<file path="src/mck_pkg.sv">
// shared types, widths, register indexes and the letter code table for the morse keyer
// no dependencies
package mck_pkg;

    localparam int CHAR_W    = 8;
    localparam int DOT_W     = 10;
    localparam int FREQ_W    = 15;
    localparam int TONE_W    = 12;
    localparam int GAP_W     = 13;
    localparam int CNT_W     = 3;
    localparam int CFG_IDX_W = 2;
    localparam int CFG_W     = 15;
    localparam int IDX_W     = 5;

    localparam logic [CFG_IDX_W-1:0] REG_DOT_LENGTH = 2'd0;
    localparam logic [CFG_IDX_W-1:0] REG_TONE_FREQ  = 2'd1;

    localparam logic [DOT_W-1:0]  DOT_RESET  = 10'd60;
    localparam logic [FREQ_W-1:0] FREQ_RESET = 15'd698;

    localparam logic [CHAR_W-1:0] CHAR_UPPER_A = 8'h41;
    localparam logic [CHAR_W-1:0] CHAR_UPPER_Z = 8'h5a;
    localparam logic [CHAR_W-1:0] CHAR_LOWER_A = 8'h61;
    localparam logic [CHAR_W-1:0] CHAR_LOWER_Z = 8'h7a;
    localparam logic [CHAR_W-1:0] CASE_MASK    = 8'hdf;

    // dashes: bit i set means symbol i is a dash, symbol 0 sent first
    typedef struct packed {
        logic             coded;
        logic [CNT_W-1:0] len;
        logic [3:0]       dashes;
    } code_t;

    function automatic code_t letter_code(input logic [IDX_W-1:0] idx);
        code_t c;
        c.coded = 1'b1;
        case (idx)
            5'd0:    begin c.len = 3'd2; c.dashes = 4'b0010; end
            5'd1:    begin c.len = 3'd4; c.dashes = 4'b0001; end
            5'd2:    begin c.len = 3'd4; c.dashes = 4'b0101; end
            5'd3:    begin c.len = 3'd3; c.dashes = 4'b0001; end
            5'd4:    begin c.len = 3'd1; c.dashes = 4'b0000; end
            5'd5:    begin c.len = 3'd4; c.dashes = 4'b0100; end
            5'd6:    begin c.len = 3'd3; c.dashes = 4'b0011; end
            5'd7:    begin c.len = 3'd4; c.dashes = 4'b0000; end
            5'd8:    begin c.len = 3'd2; c.dashes = 4'b0000; end
            5'd9:    begin c.len = 3'd4; c.dashes = 4'b1110; end
            5'd10:   begin c.len = 3'd3; c.dashes = 4'b0101; end
            5'd11:   begin c.len = 3'd4; c.dashes = 4'b0010; end
            5'd12:   begin c.len = 3'd2; c.dashes = 4'b0011; end
            5'd13:   begin c.len = 3'd2; c.dashes = 4'b0001; end
            5'd14:   begin c.len = 3'd3; c.dashes = 4'b0111; end
            5'd15:   begin c.len = 3'd4; c.dashes = 4'b0110; end
            5'd16:   begin c.len = 3'd4; c.dashes = 4'b1011; end
            5'd17:   begin c.len = 3'd3; c.dashes = 4'b0010; end
            5'd18:   begin c.len = 3'd3; c.dashes = 4'b0000; end
            5'd19:   begin c.len = 3'd1; c.dashes = 4'b0001; end
            5'd20:   begin c.len = 3'd3; c.dashes = 4'b0100; end
            5'd21:   begin c.len = 3'd4; c.dashes = 4'b1000; end
            5'd22:   begin c.len = 3'd3; c.dashes = 4'b0110; end
            5'd23:   begin c.len = 3'd4; c.dashes = 4'b1001; end
            5'd24:   begin c.len = 3'd4; c.dashes = 4'b1101; end
            5'd25:   begin c.len = 3'd4; c.dashes = 4'b0011; end
            default: begin c.coded = 1'b0; c.len = 3'd1; c.dashes = 4'b0000; end
        endcase
        return c;
    endfunction

endpackage

</file>
<file path="src/mck_decoder.sv">
// character decoder: maps an ascii byte to its morse symbol count and dash pattern
// depends on mck_pkg
module mck_decoder (
    input  logic [mck_pkg::CHAR_W-1:0] character,
    output mck_pkg::code_t             code
);
    import mck_pkg::*;

    logic              is_upper;
    logic              is_lower;
    logic [CHAR_W-1:0] folded;
    logic [CHAR_W-1:0] offset;

    always_comb
    begin
        is_upper = (character >= CHAR_UPPER_A) && (character <= CHAR_UPPER_Z);
        is_lower = (character >= CHAR_LOWER_A) && (character <= CHAR_LOWER_Z);
        folded   = character & CASE_MASK;
        offset   = folded - CHAR_UPPER_A;
        if (is_upper || is_lower)
        begin
            code = letter_code(offset[IDX_W-1:0]);
        end
        else
        begin
            // silent symbol with word gap
            code.coded  = 1'b0;
            code.len    = 3'd1;
            code.dashes = 4'b0000;
        end
    end

endmodule

</file>
<file path="src/mck_emitter.sv">
// symbol sequencer: holds the current character code and shifts out one symbol
// per cycle into the result register while the output is not stalled; depends on mck_pkg
module mck_emitter (
    input  logic                        clk,
    input  logic                        rst_n,
    input  logic                        in_valid,
    output logic                        in_stall,
    input  mck_pkg::code_t              code,
    input  logic [mck_pkg::DOT_W-1:0]   dot_len,
    input  logic [mck_pkg::FREQ_W-1:0]  freq,
    output logic                        out_valid,
    input  logic                        out_stall,
    output logic [mck_pkg::TONE_W-1:0]  tone_ms,
    output logic [mck_pkg::GAP_W-1:0]   gap_ms,
    output logic [mck_pkg::FREQ_W-1:0]  frequency_hz,
    output logic                        last_symbol
);
    import mck_pkg::*;

    logic              item_valid_reg, item_valid_next;
    logic              coded_reg, coded_next;
    logic [CNT_W-1:0]  count_reg, count_next;
    logic [3:0]        dashes_reg, dashes_next;

    logic              out_valid_reg, out_valid_next;
    logic [TONE_W-1:0] tone_reg, tone_next;
    logic [GAP_W-1:0]  gap_reg, gap_next;
    logic [FREQ_W-1:0] freq_reg, freq_next;
    logic              last_reg, last_next;

    logic              slot_free;
    logic              emit;
    logic              is_last;
    logic              accept;
    logic [TONE_W-1:0] dot1;
    logic [TONE_W-1:0] dot3;
    logic [GAP_W-1:0]  dot7;

    always_comb
    begin
        slot_free = !out_valid_reg || !out_stall;
        emit      = item_valid_reg && slot_free;
        is_last   = (count_reg == 3'd1);
        in_stall  = item_valid_reg && !(emit && is_last);
        accept    = in_valid && !in_stall;

        dot1 = {2'b00, dot_len};
        dot3 = {1'b0, dot_len, 1'b0} + {2'b00, dot_len};
        dot7 = {dot_len, 3'b000} - {3'b000, dot_len};

        item_valid_next = item_valid_reg;
        coded_next      = coded_reg;
        count_next      = count_reg;
        dashes_next     = dashes_reg;
        if (accept)
        begin
            item_valid_next = 1'b1;
            coded_next      = code.coded;
            count_next      = code.len;
            dashes_next     = code.dashes;
        end
        else if (emit)
        begin
            item_valid_next = !is_last;
            count_next      = count_reg - 3'd1;
            dashes_next     = {1'b0, dashes_reg[3:1]};
        end

        out_valid_next = out_valid_reg;
        tone_next      = tone_reg;
        gap_next       = gap_reg;
        freq_next      = freq_reg;
        last_next      = last_reg;
        if (slot_free)
        begin
            out_valid_next = item_valid_reg;
        end
        if (emit)
        begin
            freq_next = freq;
            last_next = is_last;
            if (!coded_reg)
            begin
                tone_next = '0;
                gap_next  = dot7;
            end
            else
            begin
                tone_next = dashes_reg[0] ? dot3 : dot1;
                gap_next  = is_last ? {1'b0, dot3} : {1'b0, dot1};
            end
        end
    end

    always_ff @(posedge clk or negedge rst_n)
    begin
        if (!rst_n)
        begin
            item_valid_reg <= 1'b0;
            out_valid_reg  <= 1'b0;
        end
        else
        begin
            item_valid_reg <= item_valid_next;
            out_valid_reg  <= out_valid_next;
        end
    end

    always_ff @(posedge clk)
    begin
        coded_reg  <= coded_next;
        count_reg  <= count_next;
        dashes_reg <= dashes_next;
        tone_reg   <= tone_next;
        gap_reg    <= gap_next;
        freq_reg   <= freq_next;
        last_reg   <= last_next;
    end

    assign out_valid    = out_valid_reg;
    assign tone_ms      = tone_reg;
    assign gap_ms       = gap_reg;
    assign frequency_hz = freq_reg;
    assign last_symbol  = last_reg;

endmodule

</file>
<file path="src/morse_code_keyer.sv">
// top level of the morse keyer: configuration registers, decoder and symbol sequencer
// depends on mck_pkg, mck_decoder and mck_emitter
//
// A character is decoded as it is accepted and then gives one symbol request
// per cycle into the result register while the output is not stalled: a letter
// of n symbols (1 to 4) gives n requests, any other byte one. The next character
// is accepted in the same cycle that the last symbol of the current one moves
// into the result register. The accepted code is held in the item registers,
// and each of its symbols moves from there into the result register. Dot length and
// frequency are sampled as each symbol is produced; write them only while idle.
module morse_code_keyer (
    input  logic                           clk,
    input  logic                           rst_n,
    input  logic                           cfg_write,
    input  logic [mck_pkg::CFG_IDX_W-1:0]  cfg_index,
    input  logic [mck_pkg::CFG_W-1:0]      cfg_data,
    input  logic                           in_valid,
    output logic                           in_stall,
    input  logic [mck_pkg::CHAR_W-1:0]     character,
    output logic                           out_valid,
    input  logic                           out_stall,
    output logic [mck_pkg::TONE_W-1:0]     tone_ms,
    output logic [mck_pkg::GAP_W-1:0]      gap_ms,
    output logic [mck_pkg::FREQ_W-1:0]     frequency_hz,
    output logic                           last_symbol
);
    import mck_pkg::*;

    logic [DOT_W-1:0]  dot_reg, dot_next;
    logic [FREQ_W-1:0] freq_reg, freq_next;
    code_t             code;

    always_comb
    begin
        dot_next  = dot_reg;
        freq_next = freq_reg;
        if (cfg_write)
        begin
            case (cfg_index)
                REG_DOT_LENGTH: dot_next  = cfg_data[DOT_W-1:0];
                REG_TONE_FREQ:  freq_next = cfg_data[FREQ_W-1:0];
                default:        ;
            endcase
        end
    end

    always_ff @(posedge clk or negedge rst_n)
    begin
        if (!rst_n)
        begin
            dot_reg  <= DOT_RESET;
            freq_reg <= FREQ_RESET;
        end
        else
        begin
            dot_reg  <= dot_next;
            freq_reg <= freq_next;
        end
    end

    mck_decoder u_decoder (
        .character (character),
        .code      (code)
    );

    mck_emitter u_emitter (
        .clk          (clk),
        .rst_n        (rst_n),
        .in_valid     (in_valid),
        .in_stall     (in_stall),
        .code         (code),
        .dot_len      (dot_reg),
        .freq         (freq_reg),
        .out_valid    (out_valid),
        .out_stall    (out_stall),
        .tone_ms      (tone_ms),
        .gap_ms       (gap_ms),
        .frequency_hz (frequency_hz),
        .last_symbol  (last_symbol)
    );

endmodule

</file>
<file path="config.mk">
export PLATFORM = sky130hd
export DESIGN_NAME = morse_code_keyer
export DESIGN_NICKNAME = d
export VERILOG_FILES = /design/src/mck_pkg.sv /design/src/mck_decoder.sv /design/src/mck_emitter.sv /design/src/morse_code_keyer.sv
export SDC_FILE = /design/constraint.sdc
export NUM_CORES = 1
export LEC_CHECK = 0
export BUFFER_PORTS_ARGS = -buffer_cell sky130_fd_sc_hd__buf_4
export CORE_UTILIZATION = 35
export DETAILED_ROUTE_END_ITERATION = 16
export SYNTH_ARGS = -nofsm -noshare
export SYNTH_HDL_FRONTEND = slang
export SYNTH_SLANG_ARGS = --single-unit
</file>
<file path="constraint.sdc">
create_clock -name clk -period 3.3 [get_ports clk]
set_clock_uncertainty 0.2 [all_clocks]
set_input_delay 0.825 -clock clk [delete_from_list [all_inputs] [get_ports clk]]
set_output_delay 0.825 -clock clk [all_outputs]
set_load 0.02 [all_outputs]
</file>
-- Word level (Yosys, flattened, before mapping)
Cells that the tools add are included.
- order comparisons: 4
- add/subtract/negate cells: 4
- equality and inequality tests: 27
- muxes and demuxes: 12
- reductions and logical operators: 20
- operator list (cell ; number):
    $pmux W7 S25 ; 1
    $eq A5 B5 Y1 const B ; 10
    $eq A5 B4 Y1 const B ; 8
    $reduce_or A26 Y1 ; 1
    $eq A5 B3 Y1 const B ; 4
    $ge A8 B7 Y1 const B ; 2
    $le A8 B7 Y1 const B ; 2
    $mux W13 ; 1
    $sub A13 B10 Y13 ; 1
    $add A11 B10 Y12 ; 1
    $mux W12 ; 1
    $eq A5 B2 Y1 const B ; 2
    $mux W10 ; 1
    $mux W4 ; 2
    $mux W7 ; 1
    $logic_and A1 B1 Y1 ; 6
    $mux W3 ; 2
    $reduce_and A2 Y1 ; 3
    $eq A5 B1 Y1 const B ; 1
    $logic_not A1 Y1 ; 5
    $logic_not A5 Y1 ; 1
    $sub A5 B1 Y5 const B ; 1
    $eq A3 B1 Y1 const B ; 1
    $mux W1 ; 3
    5 further kinds ; 6
- output and inout port bits: 43
- logic and storage cells: 79
- bits of input ports: 30
- register bits after elaboration: 76

-- Logic depth before layout (Yosys ltp)
- word-level depth: 9
- mapped depth: 12

-- By module
Synthesis repeated with hierarchy kept, for this count alone.
- cell total of the unflattened synthesis: 389
- area, all modules: 4352.9 um2
- by module, submodules not included (module ; area each (um2) ; instances ; cells each ; seq. area each (um2)):
    mck_emitter ; 2919.0 ; 1 ; 261 ; 1521.5
    morse_code_keyer ; 1012.2 ; 1 ; 54 ; 638.1
    mck_decoder ; 421.7 ; 1 ; 74 ; 0.0

-- Worst setup path after synthesis
OpenSTA, ideal clock, no wires.
- path type: input port to flip-flop
- start point: input port out_stall
- end point: register u_emitter.count_reg[0], enable pin
- required time: 2.771 ns
- path buffers: 0
- setup slack: 0.488 ns
- arrival: 2.283 ns
- cell stages on the path: 3
- path through: nand2_1 > and2_1 > nand2b_1
- cells in the longest elaborated chain, start to end: 9
- ends and longest elaborated chain (item ; line ; text):
    start, declared ; morse_code_keyer.sv:21 ; input logic out_stall,
    $logic_not A1 Y1 (*) ; mck_emitter.sv:41 ; slot_free = !out_valid_reg || !out_stall;
    $logic_or A1 B1 Y1 (*) ; mck_emitter.sv:41 ;
    $logic_and A1 B1 Y1 (*) ; mck_emitter.sv:42 ; emit = item_valid_reg && slot_free;
    via u_emitter.emit ; mck_emitter.sv:32 ; logic emit;
    $logic_and A1 B1 Y1 ; mck_emitter.sv:44 ; in_stall = item_valid_reg && !(emit && is_last);
    $logic_not A1 Y1 ; mck_emitter.sv:44 ;
    $logic_and A1 B1 Y1 ; mck_emitter.sv:44 ;
    $logic_not A1 Y1 ; mck_emitter.sv:45 ; accept = in_valid && !in_stall;
    $logic_and A1 B1 Y1 ; mck_emitter.sv:45 ;
    $reduce_bool A2 Y1 (no source line) (*) ; -- ;
    end signal, assigned ; mck_emitter.sv:112 ; count_reg <= count_next;
    end, declared ; mck_emitter.sv:22 ; logic [CNT_W-1:0] count_reg, count_next;
The timed path passes the listed nets; every way through them passes the cells marked *.
A chain may end at the register's enable or synchronous reset.

-- Worst setup path in the final report
- start point: register u_emitter.count_reg[0]
- end point: output port in_stall
- cells in the longest elaborated chain, start to end: 4
- ends and longest elaborated chain (item ; line ; text):
    $eq A3 B1 Y1 ; mck_emitter.sv:43 ; is_last = (count_reg == 3'd1);
    via u_emitter.is_last ; mck_emitter.sv:33 ; logic is_last;
    $logic_and A1 B1 Y1 ; mck_emitter.sv:44 ;
    $logic_not A1 Y1 ; mck_emitter.sv:44 ;
    $logic_and A1 B1 Y1 ; mck_emitter.sv:44 ;
    end, declared ; morse_code_keyer.sv:18 ; output logic in_stall,
The timed path passes the listed nets, and every way through them passes these cells.

==> summary.md <==
| Metric | Value |
|---|---|
| Sequential fraction of design power | between 30% and 40% |
| Die Y | roughly 110 um |
| Quantity of hold-fixing buffers added after cts | 0 |
| Clk buf depth | 2 |
| CTS root buf | clkbuf_16 |
| Largest net degree at the start of global routing | 28 |
| Drt pass-1 iters | 5 |
| Share of cells above drive strength 1 | 27.0% |
| Cts bufs inserted | 9 |
| Post-CTS Setup Bufs | 0 |
| Total gr overflow | 0 |
| Setup ws final | 0.320 ns |
| Pleak | between 0.002 and 0.0025 uW |
| Post-cts gate resize count | 0 |
| Clock transition at path regs | around 0.06 ns |
| Antenna Nets Post-Route | 0 |
| Vias in the first global route | 2983 |
| Final setup viols | 0 |
| Non-Filler Instances | between 600 and 700 |
| Post-layout net count | ~520 |
| Footprint of the multi-input gates | around 0.0020 sq mm |
| Total GRT Usage | around 15% |
| CTS tree | done |
| Slew @ Worst Pin | slightly below 0.8 ns |
| Max stage delay on crit path | ~0.43 ns |
| Synth warn | 0 |
| Most frequent cells in the layout | buf_4, edfxtp_1, nand2_1, o21ai_0, ha_1 |
| Crit. End Element | output port |
| Worst slew margin | about half |
| Setup TNS | 0 ns |
| Routed WL | around 9 mm |
| CP max-delay cell | edfxtp_1 |
| Async S/R FF share, synth | between 30% and 40% |
| Pre-CTS worst setup slack | 0.567 ns |
| Hold Path Class | in -> async |
| Number of synthesized flops with an enable pin | slightly below 50 |
| Die outline width | between 100 and 150 um |
| FF+latch count, synth | 76 |
| Comb pwr share | a little over a third |
| Worst Path Required | between 2 and 2.5 ns |
| Final Critical Period | between 2 and 3 ns |
| Startpoint Class | register |
| Worst vdd ir | 360 uV |
| N_diodes | 0 |
| MaxCap Viol Count | 0 |
| First-pass GRT wire length | around 15 mm |
| Buf/Inv on CP | 3 |
| Clk_lat worst skew | 0.33 ns |
| IO buf count | 71 |
| Worst Path Arrival | 1.96 ns |
| PwrDens | 729 mW/mm^2 |
| Die area | roughly 0.013 sq mm |
| WL/cell | 15.0 um |
| Synthesized Nets | roughly 450 |
| Drt first-iter violations | roughly 180 |
| Mapped Cells | 396 |
| Slew Limit Fails | 0 |
| Post-synthesis sequential area ratio | about half |
| Synthesized cell area | 0.00427 sq mm |
| Final period utilization | 90.3% |
| Filler cells | between 1000 and 1500 |
| Power Total | 3820 uW |
| Outcome | complete, no violations |
| Final Hold Fails | 0 |
| Rows | 39 |
| Syn_area_per_cell | 10.8 sq um |
| Top_reg_cell synth | edfxtp_1 |
| DP HPWL | roughly 6.5 mm |
| Switching Fraction | around 34% |
| Antenna violations before repair | 0 |
| DRC viols | 0 |
| CP delay by family, top | flip-flops |
| Internal Pwr Total | 2530 uW |
| Max Fclk | between 300 and 400 MHz |
| Commonest non-fill, non-tap cell in the layout | buf_4 |
| Crit path kind | reg -> out |
| H-tree depth | 3 |
| Design area | roughly 0.0052 sq mm |
| RD Place Congestion | approximately 0.84 |
| RSZ-0062 raised after global routing | no |
| Synth cell types | 58 |
| Vias per inst | 5.17 |
| Placed Cells | just under 600 |
| Clock Power Share | approximately 26% |
| Critical path peak fanout | 10 |
| Via count | 3148 |
| Area grow syn2layout | 22.8% |
| CP Cell Sequence | ha_1 > nand2b_1 > inv_4 > a21bo_2 > inv_1 > buf_4 |
| Initial core utilization | between 30% and 40% |
| # clock sinks | 76 |
| Sw power | approximately 1300 uW |
| FF+latch area | 0.00216 sq mm |
| I/O Pins | between 70 and 80 |
| Core Box Area | around 0.012 sq mm |
| Post-DP Area | between 0.004 and 0.005 sq mm |
cell type report:
| type | instances | share of cell area [%] |
|---|---|---|
| tap | 143 | 3.41 |
| multi-input combinational | 280 | 37.2 |
| inverter | 20 | 1.48 |
| clock inverter | 4 | 0.549 |
| sequential | 76 | 41.2 |
| timing repair buffer | 74 | 10.8 |
| clock buffer | 12 | 5.30 |
Yosys cell counts, types with 5 or more instances:
master | instances | area share (%)
nand2b_1 | 11 | 1.6
dfstp_2 | 10 | 6.2
nor2_1 | 14 | 1.2
edfxtp_1 | 49 | 34
xnor2_1 | 12 | 2.5
a21oi_1 | 17 | 2.0
mux2_2 | 15 | 4.0
dfrtp_1 | 17 | 10
nand3b_1 | 5 | 0.88
clkbuf_1 | 16 | 1.4
inv_1 | 18 | 1.6
ha_1 | 24 | 7.0
nand3_1 | 9 | 1.1
mux2i_1 | 6 | 1.4
a21o_1 | 5 | 0.88
o21ai_0 | 35 | 4.1
a31oi_1 | 5 | 0.73
nor2b_1 | 9 | 1.3
nand2_1 | 44 | 3.9
o211ai_1 | 6 | 1.1
cell families (layout without fill, tap and decap cells):
kind of cell,Yosys count,after routing,share of synthesized area [%]
simple gates,114,114,13.5
flops,76,76,50.6
xor+xnor,14,14,2.87
buf+inv,40,110,3.81
mux,21,21,5.37
fa+ha+maj,25,25,7.51
compound gates,106,106,16.4
through the flow:
stage / hold WS (ns) / util (%)
after floorplan: 0.219 / -
after global placement: 0.223 / 42.3
after detailed placement: 0.230 / 42.3
after CTS: 0.203 / 45.0
after global routing: 0.216 / 45.0
final: 0.197 / 45.0
power groups by stage:
stage	clock network, uW	logic [uW]	registers (uW)
finish	984	1360	1470
global route	1040	1490	1500
CTS	1000	1370	1480
detailed placement	0	1360	1490
global placement	0	1340	1480
floorplan	0	805	1610
worst paths after layout:
check / startpoint / to / slack (ns) / depth (start not counted)
worst max-delay path: u_emitter.count_reg[0] / in_stall / 0.32 / 6
max in group asynchronous: rst_n / freq_reg[7] / 2.39 / 1
min in group clk: freq_reg[13] / u_emitter.frequency_hz[13] / 0.24 / 0
worst min-delay path: rst_n / freq_reg[2] / 0.20 / 1
worst max register to register: dot_reg[2] / u_emitter.gap_ms[9] / 0.55 / 8
worst min register to register: freq_reg[13] / u_emitter.frequency_hz[13] / 0.24 / 0
per-layer routing:
layer,routed length (um),GRT usage [%]
met5,0,0
met2,4160,23.6
met3,509,4.59
met4,73,4.53
met1,4420,20.2
Note: power is estimated with default switching activity, not from simulation.
